## src/hw/rtl/fwp_pkg.sv

```systemverilog
// package: types, constants and register indexes of the write-protect range decoder
`default_nettype none

package fwp_pkg;

    localparam int MAX_BP_BITS  = 4;
    localparam int BP_W         = MAX_BP_BITS;
    localparam int CSL_W        = 5;
    localparam int BPW_W        = 3;
    localparam int EXP_W        = 6;
    localparam int ADDR_W       = 32;
    localparam int CFG_IDX_W    = 3;
    localparam int CFG_DATA_W   = 5;

    localparam int SECTOR_LOG2  = 12;
    localparam int BLOCK_LOG2   = 16;
    localparam int SEC_CAP_LOG2 = BLOCK_LOG2 - 1;

    localparam logic [CSL_W-1:0] RST_CHIP_SIZE_LOG2 = 5'd24;
    localparam logic [BPW_W-1:0] RST_BP_WIDTH       = 3'd3;
    localparam logic             RST_COEFF_OFFSET   = 1'b1;

    typedef enum logic [CFG_IDX_W-1:0] {
        CFG_CHIP_SIZE_LOG2     = 3'd0,
        CFG_BP_WIDTH           = 3'd1,
        CFG_FIXED_BLOCK        = 3'd2,
        CFG_CMP_INVERTS_BP     = 3'd3,
        CFG_COEFF_SHIFT_OFFSET = 3'd4,
        CFG_HAS_CMP            = 3'd5,
        CFG_HAS_SEC            = 3'd6,
        CFG_HAS_TB             = 3'd7
    } t_cfg_idx;

    typedef struct packed {
        logic [CSL_W-1:0] chip_size_log2;
        logic [BPW_W-1:0] bp_width;
        logic             fixed_block;
        logic             cmp_inverts_bp;
        logic             coeff_shift_offset;
        logic             has_cmp;
        logic             has_sec;
        logic             has_tb;
    } t_cfg;

    typedef struct packed {
        logic [BP_W-1:0] bp_field;
        logic            top_bottom;
        logic            sector_select;
        logic            complement;
    } t_in_item;

    typedef struct packed {
        logic [ADDR_W-1:0] range_start;
        logic [ADDR_W-1:0] range_length;
    } t_out_item;

endpackage

`default_nettype wire

```

## src/hw/rtl/fwp_decode.sv

```systemverilog
// module: combinational decode of protect bits into a byte range: a power-of-two length, or its complement in the chip
`default_nettype none

module fwp_decode import fwp_pkg::*; (
    input  wire t_cfg      i_cfg,
    input  wire t_in_item  i_item,
    output t_out_item      o_item
);

    logic              cmp;
    logic              sec;
    logic              top;
    logic [BPW_W-1:0]  w;
    logic [BP_W-1:0]   bp_max;
    logic [BP_W-1:0]   bp;
    logic [BP_W-1:0]   e;
    logic [BP_W-1:0]   mexp;
    logic [CSL_W-1:0]  half_exp;
    logic [EXP_W-1:0]  blk_exp;
    logic [EXP_W-1:0]  need_exp;
    logic [EXP_W-1:0]  lexp;
    logic [CSL_W-1:0]  kexp;
    logic              len_zero;
    logic [ADDR_W-1:0] chip;
    logic [ADDR_W-1:0] len0;
    logic [ADDR_W-1:0] len;
    logic              top_eff;

    always_comb begin
        cmp = i_cfg.has_cmp & i_item.complement;
        sec = i_cfg.has_sec & i_item.sector_select;
        top = i_cfg.has_tb ? ~i_item.top_bottom : 1'b1;

        w      = (i_cfg.bp_width > BPW_W'(MAX_BP_BITS)) ? BPW_W'(MAX_BP_BITS) : i_cfg.bp_width;
        bp_max = BP_W'(((BP_W+1)'(1) << w) - (BP_W+1)'(1));
        bp     = i_item.bp_field & bp_max;
        if (cmp && i_cfg.cmp_inverts_bp) begin
            bp = bp ^ bp_max;
        end

        // exponents of the coefficient and of the largest coefficient
        e        = bp - BP_W'(i_cfg.coeff_shift_offset);
        mexp     = bp_max - BP_W'(i_cfg.coeff_shift_offset) - BP_W'(1);
        half_exp = i_cfg.chip_size_log2 - CSL_W'(1);

        // unless fixed_block is set, the block grows so the largest coefficient reaches half the chip
        blk_exp  = EXP_W'(BLOCK_LOG2);
        need_exp = EXP_W'(half_exp) - EXP_W'(mexp);
        if (!i_cfg.fixed_block && (i_cfg.chip_size_log2 != '0)
                && (EXP_W'(half_exp) >= EXP_W'(mexp)) && (need_exp > blk_exp)) begin
            blk_exp = need_exp;
        end

        if (sec) begin
            lexp = EXP_W'(SECTOR_LOG2) + EXP_W'(e);
            if (lexp > EXP_W'(SEC_CAP_LOG2)) begin
                lexp = EXP_W'(SEC_CAP_LOG2);
            end
        end else begin
            lexp = blk_exp + EXP_W'(e);
        end

        // saturate at chip size
        kexp = (lexp > EXP_W'(i_cfg.chip_size_log2)) ? i_cfg.chip_size_log2 : lexp[CSL_W-1:0];

        len_zero = 1'b0;
        if (bp == '0) begin
            len_zero = 1'b1;
        end else if (bp == bp_max) begin
            kexp = i_cfg.chip_size_log2;
        end

        chip    = ADDR_W'(1) << i_cfg.chip_size_log2;
        len0    = len_zero ? '0 : (ADDR_W'(1) << kexp);
        len     = cmp ? (chip - len0) : len0;
        top_eff = top ^ cmp;

        o_item.range_length = len;
        o_item.range_start  = (top_eff && (len != '0)) ? (chip - len) : '0;
    end

endmodule

`default_nettype wire

```

## config.mk

```make
export PLATFORM = sky130hd
export DESIGN_NAME = fwp_decode
export DESIGN_NICKNAME = d
export VERILOG_FILES = /design/src/hw/rtl/fwp_pkg.sv /design/src/hw/rtl/fwp_decode.sv
export SDC_FILE = /design/constraint.sdc
export NUM_CORES = 1
export LEC_CHECK = 0
export BUFFER_PORTS_ARGS = -buffer_cell sky130_fd_sc_hd__buf_2
export CAP_MARGIN = 20
export CELL_PAD_IN_SITES_DETAIL_PLACEMENT = 1
export CELL_PAD_IN_SITES_GLOBAL_PLACEMENT = 2
export CORE_ASPECT_RATIO = 1.2
export CORE_UTILIZATION = 34
export DETAILED_ROUTE_END_ITERATION = 8
export GPL_ROUTABILITY_DRIVEN = 0
export PLACE_DENSITY = 0.95
export RECOVER_POWER = 50
export SLEW_MARGIN = 10
export SYNTH_ARGS = -nofsm -noshare
export SYNTH_HDL_FRONTEND = slang
export SYNTH_SLANG_ARGS = --single-unit
```

## constraint.sdc

```tcl
create_clock -name vclk -period 19
set_input_delay 2.85 -clock vclk [all_inputs]
set_output_delay 2.85 -clock vclk [all_outputs]
set_load 0.05 [all_outputs]
```

==> qor.yml <==
status: "completed"
slew_violations: 0
hold_depth: 6
area_growth_pct: 8.78
post-cts-setup-buffers: 0
ys_seq_area_share_pct: 0
critPathRequiredTime_ns: 16.15
final_layout_size_suffix_gt1_share_pct: 9.20
cp_common_cell: "ha_1"
slowest_stage: "mux2_1"
grt_pass1_wl_um: 35100
grt_usage_pct: 23.8
vdd_drop_max_uv: 52.6
cpPeakStageDelay_ns: 0.61
crit_path_end_kind: "output port"
cp_top_family: "compound AO/OA/AOI/OAI gates"
grt_overflow: 0
cp.arrival_ns: 14.85
vias_per_cell: 5.90
leakagePower_nw: 3.04
netlist_instances: 901
core-area_um2: 17000
fmax_ghz: 0.0565
ant_nets: 0
synth_area_um2: 5960
first_pass_iters: 5
vias: 6917
syn_avg_cell_area_um2: 6.61
first_iter_violations: 300
cts_resized: 0
dieArea_um2: 18100
place_area_um2: 6520
drcViolationCount: 0
synth.distinct_cells: 79
p_per_area_nw_per_um2: 104
register_area_um2: 0
critPathLaunchType: "input port"
grt_max_degree: 38
min_from: "i_cfg[0]"
dpl.hpwl_um: 18000
fin_nets: 1068
worst_pin_slew_ns: 0.934
rows: 52
grt_pass1_vias: 7027
diodes: 0
slew_headroom_pct: 36.0
setup-tns-final_ns: 0
finalPower_uw: 675
layout_min_cycle_time_ns: 17.70
die_h_um: 147
yosys.cell_count.top_type: "nor2_1"
setup_violations: 0
synth_fp_nets: 1010
multi_input_area_um2: 5510
whs_ns: 6.57
drt_wl_total_um: 21500
die_x_um: 123
fillers: 2274
drv_cap: 0
fin_crit_sh_pct: 93.2
io_buffers: 85
synthTopCellsByCount: "nor2_1 (88), ha_1 (84), nand2_1 (84)"
path_class: "in2out"
ys_warn_count: 0
clockBufferCount: 0
antenna_found_initial: 0
fin_area_um2: 6480
initial_core_util_pct: 35.1
worstHoldEndpoint: "o_item[54]"
cts_hold_buffers: 0
crit_fanout: 20
synth_top_area_share_pct: 17.6
yosys.area.top_type: "ha_1"
worst-path-buf-inv: 6
seq_cell_count: 0
hold_viol: 0
ios: 85
wire_per_inst_um: 18.3
synthTopCellsByArea: "ha_1 (18%), nor2_1 (5.5%), nand2_1 (5.3%), nor3_1 (4.8%), inv_1 (4.5%)"
rsz0062_at_grt: "false"
hp-class: "in2out"
==> power breakdown <==
| part | internal (mW) | switching, mW |
|---|---|---|
| Sequential | 0 | 0 |
| Combinational | 0.213 | 0.462 |
| Clock | 0 | 0 |
| Total | 0.213 | 0.462 |
==> cell families after synthesis <==
| kind of cell | share of synthesized area, % |
|---|---|
| adder cells (fa/ha/maj) | 19.1 |
| AO/OA/AOI/OAI | 27.4 |
| AND/OR/NAND/NOR | 32.1 |
| multiplexers | 5.48 |
| XOR/XNOR | 8.23 |
| buffers and inverters | 7.62 |
==> cell usage in the layout, fill, tap and decap left out, drive strengths merged, types with 26 or more instances in the layout <==
cell type | Yosys | layout
xnor2 | 30 | 30
nand3 | 28 | 28
nor2 | 88 | 88
ha | 84 | 84
nor3 | 59 | 59
inv | 71 | 71
o21ai | 54 | 54
xor2 | 26 | 26
buf | 14 | 62
clkbuf | 21 | 29
a21oi | 41 | 41
a21o | 28 | 28
nand2 | 84 | 84
==> stage by stage <==
| stage | utilization, % | std cells | worst slack [ns] |
|---|---|---|---|
| 6_report | 38.2 | 1173 | 1.30 |
| 5_1_grt | 38.2 | 1173 | 0.379 |
| 4_1_cts | 38.4 | 1173 | 1.47 |
| 3_5_place_dp | 38.4 | 1173 | 1.51 |
| 3_3_place_gp | 38.4 | 1173 | 1.77 |
| 2_1_floorplan | - | 901 | 0.646 |
==> worst max-delay path by stage <==
stage / from / to / depth (start not counted)
2_1_floorplan: i_cfg[8] / o_item[61] / 52
3_3_place_gp: i_cfg[8] / o_item[61] / 50
3_5_place_dp: i_cfg[8] / o_item[61] / 53
4_1_cts: i_cfg[8] / o_item[61] / 53
5_1_grt: i_cfg[8] / o_item[61] / 55
6_report: i_cfg[8] / o_item[61] / 52
==> area by class of cell <==
cell class / count / area share [%]
Inverter: 72 / 4.17
Multi-Input combinational cell: 794 / 85.0
Tap cell: 216 / 4.17
Timing Repair Buffer: 91 / 6.70
==> layer usage <==
metal  track usage (%)  vias up  routed length, µm
met5                 0        -                  0
li1                  -     3432                  -
met3              1.36       42                662
met1              29.0     3298               9420
met2              44.2      145              10800
met4              6.59        0                593
No activity file was read; power rests on OpenSTA's default activity.
