File: config.mk
export PLATFORM = sky130hd
export DESIGN_NAME = fwp_cfg_regs
export DESIGN_NICKNAME = d
export VERILOG_FILES = /design/src/hw/rtl/fwp_pkg.sv /design/src/hw/rtl/fwp_cfg_regs.sv
export SDC_FILE = /design/constraint.sdc
export NUM_CORES = 1
export LEC_CHECK = 0
export ABC_CLOCK_PERIOD_IN_PS = 1100
export BUFFER_PORTS_ARGS = -buffer_cell sky130_fd_sc_hd__buf_2
export CAP_MARGIN = 10
export CORE_MARGIN = 1
export CORE_UTILIZATION = 35
export DETAILED_ROUTE_END_ITERATION = 6
export PLACE_DENSITY = 0.64
export SLEW_MARGIN = 20
export SYNTH_ARGS = -nofsm -noshare
export SYNTH_HDL_FRONTEND = slang
export SYNTH_SLANG_ARGS = --single-unit
File: constraint.sdc
create_clock -name i_clk -period 1.1 [get_ports i_clk]
set_clock_uncertainty 0.15 [all_clocks]
set_input_delay 0.11 -clock i_clk [delete_from_list [all_inputs] [get_ports i_clk]]
set_output_delay 0.11 -clock i_clk [all_outputs]
set_load 0.02 [all_outputs]
File: src/hw/rtl/fwp_pkg.sv
// package: types, constants and register indexes of the write-protect range decoder
`default_nettype none

package fwp_pkg;

    localparam int MAX_BP_BITS  = 4;
    localparam int BP_W         = MAX_BP_BITS;
    localparam int CSL_W        = 5;
    localparam int BPW_W        = 3;
    localparam int EXP_W        = 6;
    localparam int ADDR_W       = 32;
    localparam int CFG_IDX_W    = 3;
    localparam int CFG_DATA_W   = 5;

    localparam int SECTOR_LOG2  = 12;
    localparam int BLOCK_LOG2   = 16;
    localparam int SEC_CAP_LOG2 = BLOCK_LOG2 - 1;

    localparam logic [CSL_W-1:0] RST_CHIP_SIZE_LOG2 = 5'd24;
    localparam logic [BPW_W-1:0] RST_BP_WIDTH       = 3'd3;
    localparam logic             RST_COEFF_OFFSET   = 1'b1;

    typedef enum logic [CFG_IDX_W-1:0] {
        CFG_CHIP_SIZE_LOG2     = 3'd0,
        CFG_BP_WIDTH           = 3'd1,
        CFG_FIXED_BLOCK        = 3'd2,
        CFG_CMP_INVERTS_BP     = 3'd3,
        CFG_COEFF_SHIFT_OFFSET = 3'd4,
        CFG_HAS_CMP            = 3'd5,
        CFG_HAS_SEC            = 3'd6,
        CFG_HAS_TB             = 3'd7
    } t_cfg_idx;

    typedef struct packed {
        logic [CSL_W-1:0] chip_size_log2;
        logic [BPW_W-1:0] bp_width;
        logic             fixed_block;
        logic             cmp_inverts_bp;
        logic             coeff_shift_offset;
        logic             has_cmp;
        logic             has_sec;
        logic             has_tb;
    } t_cfg;

    typedef struct packed {
        logic [BP_W-1:0] bp_field;
        logic            top_bottom;
        logic            sector_select;
        logic            complement;
    } t_in_item;

    typedef struct packed {
        logic [ADDR_W-1:0] range_start;
        logic [ADDR_W-1:0] range_length;
    } t_out_item;

endpackage

`default_nettype wire

File: src/hw/rtl/fwp_cfg_regs.sv
// module: mode and geometry registers written through the plain write port
`default_nettype none

module fwp_cfg_regs import fwp_pkg::*; (
    input  wire logic                  i_clk,
    input  wire logic                  i_rst_n,
    input  wire logic                  i_cfg_we,
    input  wire logic [CFG_IDX_W-1:0]  i_cfg_idx,
    input  wire logic [CFG_DATA_W-1:0] i_cfg_wdata,
    output t_cfg                       o_cfg
);

    t_cfg r_cfg;
    t_cfg n_cfg;

    always_comb begin
        n_cfg = r_cfg;
        if (i_cfg_we) begin
            unique case (t_cfg_idx'(i_cfg_idx))
                CFG_CHIP_SIZE_LOG2:     n_cfg.chip_size_log2     = i_cfg_wdata[CSL_W-1:0];
                CFG_BP_WIDTH:           n_cfg.bp_width           = i_cfg_wdata[BPW_W-1:0];
                CFG_FIXED_BLOCK:        n_cfg.fixed_block        = i_cfg_wdata[0];
                CFG_CMP_INVERTS_BP:     n_cfg.cmp_inverts_bp     = i_cfg_wdata[0];
                CFG_COEFF_SHIFT_OFFSET: n_cfg.coeff_shift_offset = i_cfg_wdata[0];
                CFG_HAS_CMP:            n_cfg.has_cmp            = i_cfg_wdata[0];
                CFG_HAS_SEC:            n_cfg.has_sec            = i_cfg_wdata[0];
                CFG_HAS_TB:             n_cfg.has_tb             = i_cfg_wdata[0];
                default:                n_cfg                    = r_cfg;
            endcase
        end
    end

    always_ff @(posedge i_clk) begin
        if (!i_rst_n) begin
            r_cfg.chip_size_log2     <= RST_CHIP_SIZE_LOG2;
            r_cfg.bp_width           <= RST_BP_WIDTH;
            r_cfg.fixed_block        <= 1'b0;
            r_cfg.cmp_inverts_bp     <= 1'b0;
            r_cfg.coeff_shift_offset <= RST_COEFF_OFFSET;
            r_cfg.has_cmp            <= 1'b0;
            r_cfg.has_sec            <= 1'b0;
            r_cfg.has_tb             <= 1'b0;
        end else begin
            r_cfg <= n_cfg;
        end
    end

    assign o_cfg = r_cfg;

endmodule

`default_nettype wire

==> flow_metrics.py, run 1 <==
metrics = {
    "run_status": {
        "status": "finished, final reports clean",
    },
    "setup_path": {
        "worst_path_max_delay_cell": "dfxtp_1",
        "worstPathMaxFanout": 2,
        "cp.required_ps": 840,
        "r2r-end": "o_cfg[13]$_SDFFE_PN1P_",
        "critPathKind": "reg -> out",
        "regToRegSetupSlack_ps": 350,
        "cp_cell_sequence": "buf_2",
        "arrival_ps": 780,
        "cpPeakStageDelay_ps": 340,
        "crit_family": "flip-flops",
        "r2r-start": "o_cfg[13]$_SDFFE_PN1P_",
        "start_kind": "register",
        "cp-end-kind": "primary output",
        "crit_buf_inv": 1,
        "reg2regPathDepth": 2,
    },
    "placement": {
        "place_inst": 112,
        "placed_cell_area_sq_um": 812,
        "io_buffers": 24,
        "hpwl_um": 897,
        "finalWeightedCongestion": 0.738,
    },
    "sta": {
        "period_needed_ps": 1040,
        "hold_violations": 0,
        "grt_setup_unrepaired": "no",
        "final-setup-viol-count": 0,
        "finalSetupTns_ps": 0,
        "finalMaxSlewViolations": 0,
        "relSlewSlack": 0.850,
        "fmax_mhz": 960,
        "fin_crit_sh": 0.947,
        "tightest_slew_ps": 225,
    },
    "cts": {
        "clock_path_buffers": 2,
        "cts_buffers": 3,
        "clkSlewWorstSetupHoldPaths_ps": 80,
        "cts_tree": "built",
        "h-tree-depth": 1,
        "clk_latency_ps": 270,
        "cts.repair.resized": 0,
        "clkSinkCount": 14,
        "cts_root_buf": "clkbuf_4",
        "post_cts.repair.setup_buffers": 0,
    },
    "cells_and_area": {
        "largest_reg_flops": 14,
        "final_layout_size_suffix_gt1_frac": 0.368,
        "regArea_sq_um": 280,
        "multi_input_area_sq_um": 335,
        "layout_commonest_cell": "buf_2",
        "fillCellCount": 194,
        "stdcell_area_sq_um": 885,
        "antenna_cells": 0,
        "nets": 108,
        "mostFrequentLayoutCells": "buf_2 (24), mux2i_1 (14), dfxtp_1 (14)",
        "syn_to_final_growth_pct": 38.4,
        "stdcell_count": 120,
    },
    "detailed_routing": {
        "drt-total-wl_mm": 1.22,
        "drc": 0,
        "num_vias": 543,
        "first_pass_iters": 2,
        "vias_per_cell": 4.53,
        "wl_per_cell_um": 10.2,
        "drt_iter0_markers": 3,
        "drtAntennaViolNets": 0,
    },
    "min_path": {
        "hold_depth": 3,
        "min_path_type": "in -> reg",
        "min_to": "o_cfg[10]$_SDFFE_PN0P_",
        "holdCritStartpoint": "i_rst_n",
    },
    "synthesis": {
        "syn-instance-count": 61,
        "netlist_area_sq_um": 639,
        "syn_nets": 72,
        "synth-seq-area-share": 0.438,
        "yosysWarnings": 0,
        "syn_area_per_cell_sq_um": 10.5,
        "ys_types": 12,
        "synth_seq_cells": 14,
    },
    "floorplanning": {
        "fp.coreArea_sq_um": 1730,
        "io_pins": 25,
        "dieWidth_um": 44.7,
        "die_h_um": 44.7,
        "dieArea_sq_um": 2000,
        "initial_core_util": 0.370,
        "num_rows": 15,
    },
    "global_routing": {
        "grt_pass1_vias": 503,
        "antenna_found_initial": 0,
        "grt_pass1_wl_mm": 1.99,
        "track_usage": 0.140,
        "grt_max_degree": 17,
        "overflow": 0,
    },
    "power_and_ir_drop": {
        "power_uw": 950,
        "power_density_nw_per_um2": 1070,
        "leakagePower_nw": 0.393,
        "peakVddDrop_mv": 0.511,
    },
    "run": {
        "cap_violations": 0,
    },
}
[kinds of logic (layout without fill, tap and decap cells)]
| logic type | count (synthesis) | count (layout) | share of synthesized area |
|---|---|---|---|
| simple gates | 29 | 29 | 0.305 |
| mux | 14 | 14 | 0.219 |
| flops | 14 | 14 | 0.438 |
| buf+inv | 4 | 38 | 0.0372 |
[stage by stage]
stage	worst slack [ps]	util	hold slack, ps
after global routing	18.1	0.512	55.1
final	58.8	0.512	42.1
after CTS	40.8	0.512	38.1
after detailed placement	0.621	0.470	236
after floorplan	27.2	-	102
after global placement	15.5	0.470	219
[cell type report]
class | instances | area share
multi-input combinational | 43 | 0.379
sequential | 14 | 0.317
timing repair buffer | 35 | 0.243
tap | 25 | 0.0354
clock buffer | 3 | 0.0255
[layer usage]
metal	track usage	share of wire
met1	0.173	0.48
met2	0.215	0.45
met3	0.0480	0.058
met4	0.0727	0.0049
met5	0	0
[Yosys cell counts, drive strengths merged]
master  number  area share
buf          1       0.018
nand2       12       0.070
and4bb       3       0.059
nand4b       3       0.041
clkbuf       3       0.020
nand4        1      0.0098
nor2b        9       0.088
dfxtp       14        0.44
nor4b        1       0.037
mux2i       14        0.22
[report_power, final]
part / total [mW] / internal [mW] / switching, mW
Clock: 0.288 / 0.127 / 0.161
Sequential: 0.523 / 0.518 / 0.00502
Combinational: 0.140 / 0.0718 / 0.0682
Total: 0.950 / 0.716 / 0.234
[how the worst max path moves through the flow]
| stage | start | end | slack, ps | cells past startpoint |
|---|---|---|---|---|
| after global routing | o_cfg[13]$_SDFFE_PN1P_ | o_cfg[13] | 20 | 1 |
| after CTS | o_cfg[11]$_SDFFE_PN0P_ | o_cfg[11] | 40 | 1 |
| after detailed placement | i_cfg_idx[0] | o_cfg[13]$_SDFFE_PN1P_ | 0.6 | 4 |
| after global placement | i_cfg_idx[0] | o_cfg[10]$_SDFFE_PN0P_ | 20 | 4 |
| final | o_cfg[13]$_SDFFE_PN1P_ | o_cfg[13] | 60 | 1 |
| after floorplan | i_cfg_idx[1] | o_cfg[10]$_SDFFE_PN0P_ | 30 | 3 |
[timing repair]
item	4_1_cts	5_1_grt
endpoints found under the hold margin	8	0
setup endpoints to repair	0	0
hold buffers	5	0
No activity file was read; power rests on OpenSTA's default activity.
==> run 2: changes to the inputs <==
--- a/config.mk
+++ b/config.mk
@@ -5,13 +5,13 @@
 export SDC_FILE = /design/constraint.sdc
 export NUM_CORES = 1
 export LEC_CHECK = 0
-export ABC_CLOCK_PERIOD_IN_PS = 1100
+export ABC_CLOCK_PERIOD_IN_PS = 1250
 export BUFFER_PORTS_ARGS = -buffer_cell sky130_fd_sc_hd__buf_2
 export CAP_MARGIN = 10
 export CORE_MARGIN = 1
 export CORE_UTILIZATION = 35
 export DETAILED_ROUTE_END_ITERATION = 6
-export PLACE_DENSITY = 0.64
+export PLACE_DENSITY = 0.62
 export SLEW_MARGIN = 20
 export SYNTH_ARGS = -nofsm -noshare
 export SYNTH_HDL_FRONTEND = slang
==> constraint.sdc (replaced) <==
create_clock -name i_clk -period 1.25 [get_ports i_clk]
set_clock_uncertainty 0.15 [all_clocks]
set_input_delay 0.125 -clock i_clk [delete_from_list [all_inputs] [get_ports i_clk]]
set_output_delay 0.125 -clock i_clk [all_outputs]
set_load 0.02 [all_outputs]
==> flow_metrics.py, run 2 (synthesis results as in run 1) <==
metrics = {
    "run_status": {
        "status": "finished, final reports clean",
    },
    "setup_path": {
        "arrival_ps": 780,
        "worstPathMaxFanout": 2,
        "cp_cell_sequence": "buf_2",
        "worst_path_max_delay_cell": "dfxtp_1",
        "cp.depth": 1,
        "cpPeakStageDelay_ps": 340,
        "regToRegSetupSlack_ps": 500,
        "start_kind": "register",
        "crit_buf_inv": 1,
        "r2r-end": "o_cfg[13]$_SDFFE_PN1P_",
        "cp-end-kind": "primary output",
        "r2r-start": "o_cfg[13]$_SDFFE_PN1P_",
        "cp-endpoint": "o_cfg[9]",
        "critPathKind": "reg -> out",
        "reg2regPathDepth": 2,
        "cp.required_ps": 980,
        "crit_family": "flip-flops",
        "critPathLaunch": "o_cfg[9]$_SDFFE_PN0P_",
    },
    "power_and_ir_drop": {
        "peakVddDrop_mv": 0.589,
        "leakagePower_nw": 0.376,
        "power_uw": 893,
        "power_density_nw_per_um2": 1040,
    },
    "min_path": {
        "min_path_type": "in -> reg",
    },
    "cells_and_area": {
        "syn_to_final_growth_pct": 34.6,
        "mostFrequentLayoutCells": "buf_2 (24), mux2i_1 (14), dfxtp_1 (14)",
        "fillCellCount": 178,
        "layout_commonest_cell": "buf_2",
        "antenna_cells": 0,
        "nets": 103,
        "final_layout_size_suffix_gt1_frac": 0.341,
        "largest_reg_flops": 14,
    },
    "floorplanning": {
        "initial_core_util": 0.370,
        "dieWidth_um": 44.7,
        "num_rows": 15,
        "die_h_um": 44.7,
        "io_pins": 25,
        "fp.coreArea_sq_um": 1730,
        "dieArea_sq_um": 2000,
    },
    "detailed_routing": {
        "vias_per_cell": 4.60,
        "met1_length_um": 597,
        "drt_iter0_markers": 6,
        "wl_per_cell_um": 10.5,
        "drtAntennaViolNets": 0,
        "first_pass_iters": 3,
        "drc": 0,
        "wl_met3_um": 55,
        "top_layer": "met3",
        "num_vias": 534,
        "drt-total-wl_mm": 1.22,
        "wl_met2_um": 569,
    },
    "cts": {
        "clkSinkCount": 14,
        "h-tree-depth": 1,
        "clk_latency_ps": 270,
        "cts_tree": "built",
        "clock_path_buffers": 2,
        "clkSlewWorstSetupHoldPaths_ps": 90,
        "cts_root_buf": "clkbuf_4",
        "cts_buffers": 3,
        "post_cts.repair.setup_buffers": 0,
    },
    "run": {
        "cap_violations": 0,
    },
    "sta": {
        "grt_setup_unrepaired": "no",
        "finalSetupTns_ps": 0,
        "holdWs_ps": 66.9,
        "finalMaxSlewViolations": 0,
        "tightest_slew_ps": 310,
        "period_needed_ps": 1060,
        "hold_violations": 0,
        "final-setup-viol-count": 0,
        "fmax_mhz": 948,
        "relSlewSlack": 0.793,
        "fin_crit_sh": 0.844,
    },
    "global_routing": {
        "overflow": 0,
        "grt_max_degree": 22,
        "grt_pass1_wl_mm": 2.10,
        "track_usage": 0.150,
        "grt_pass1_vias": 493,
        "antenna_found_initial": 0,
    },
    "placement": {
        "hpwl_um": 870,
        "io_buffers": 24,
        "finalWeightedCongestion": 0.703,
    },
}
==> run 2: cell count changes in the layout (fill, tap and decap cells not counted), sizes merged <==
cell    delta
buf        -5
clkbuf     +1
==> run 2: routing by layer <==
| metal | vias to the layer above | track usage |
|---|---|---|
| li1 | 277 | - |
| met1 | 237 | 0.179 |
| met2 | 20 | 0.244 |
| met3 | 0 | 0.0480 |
| met4 | 0 | 0.0727 |
| met5 | - | 0 |
==> run 2: what timing repair did <==
| action | 4_1_cts | 5_1_grt |
|---|---|---|
| hold buffers | 5 | 0 |
| endpoints found under the hold margin | 7 | 0 |
| resized for setup | 0 | 0 |
==> run 2: where the power goes <==
group	total [mW]	switching (mW)	leakage [nW]	internal (mW)
registers	0.460	0.00431	0.114	0.456
clock network	0.321	0.144	0.0210	0.177
logic	0.112	0.0588	0.241	0.0533
==> run 2: layout make-up <==
| class | instances | area [sq um] | area share |
|---|---|---|---|
| repair buffers | 30 | 178 | 0.206 |
| multi-input cells | 43 | 335 | 0.390 |
| flip-flops and latches | 14 | 280 | 0.326 |
| clock buffers | 4 | 36.3 | 0.0422 |
| well taps | 25 | 31.3 | 0.0363 |
==> run 2: worst min-delay path by stage <==
stage	from	endpoint	slack, ps	depth (start not counted)
floorplan	i_cfg_wdata[1]	o_cfg[10]$_SDFFE_PN0P_	120	2
global placement	i_cfg_wdata[4]	o_cfg[13]$_SDFFE_PN1P_	230	3
detailed placement	i_cfg_wdata[4]	o_cfg[13]$_SDFFE_PN1P_	250	3
CTS	i_cfg_we	o_cfg[1]$_SDFFE_PN0P_	60	3
global route	i_cfg_we	o_cfg[1]$_SDFFE_PN0P_	90	3
finish	i_cfg_we	o_cfg[1]$_SDFFE_PN0P_	70	3
==> run 2: through the flow <==
step / worst slack, ps / cell area (sq um) / utilization / std cells
after floorplan: 162 / 639 / - / 61
after global placement: 136 / 774 / 0.449 / 107
after detailed placement: 102 / 774 / 0.449 / 107
after CTS: 178 / 861 / 0.499 / 116
after global routing: 131 / 861 / 0.499 / 116
final: 195 / 861 / 0.499 / 116
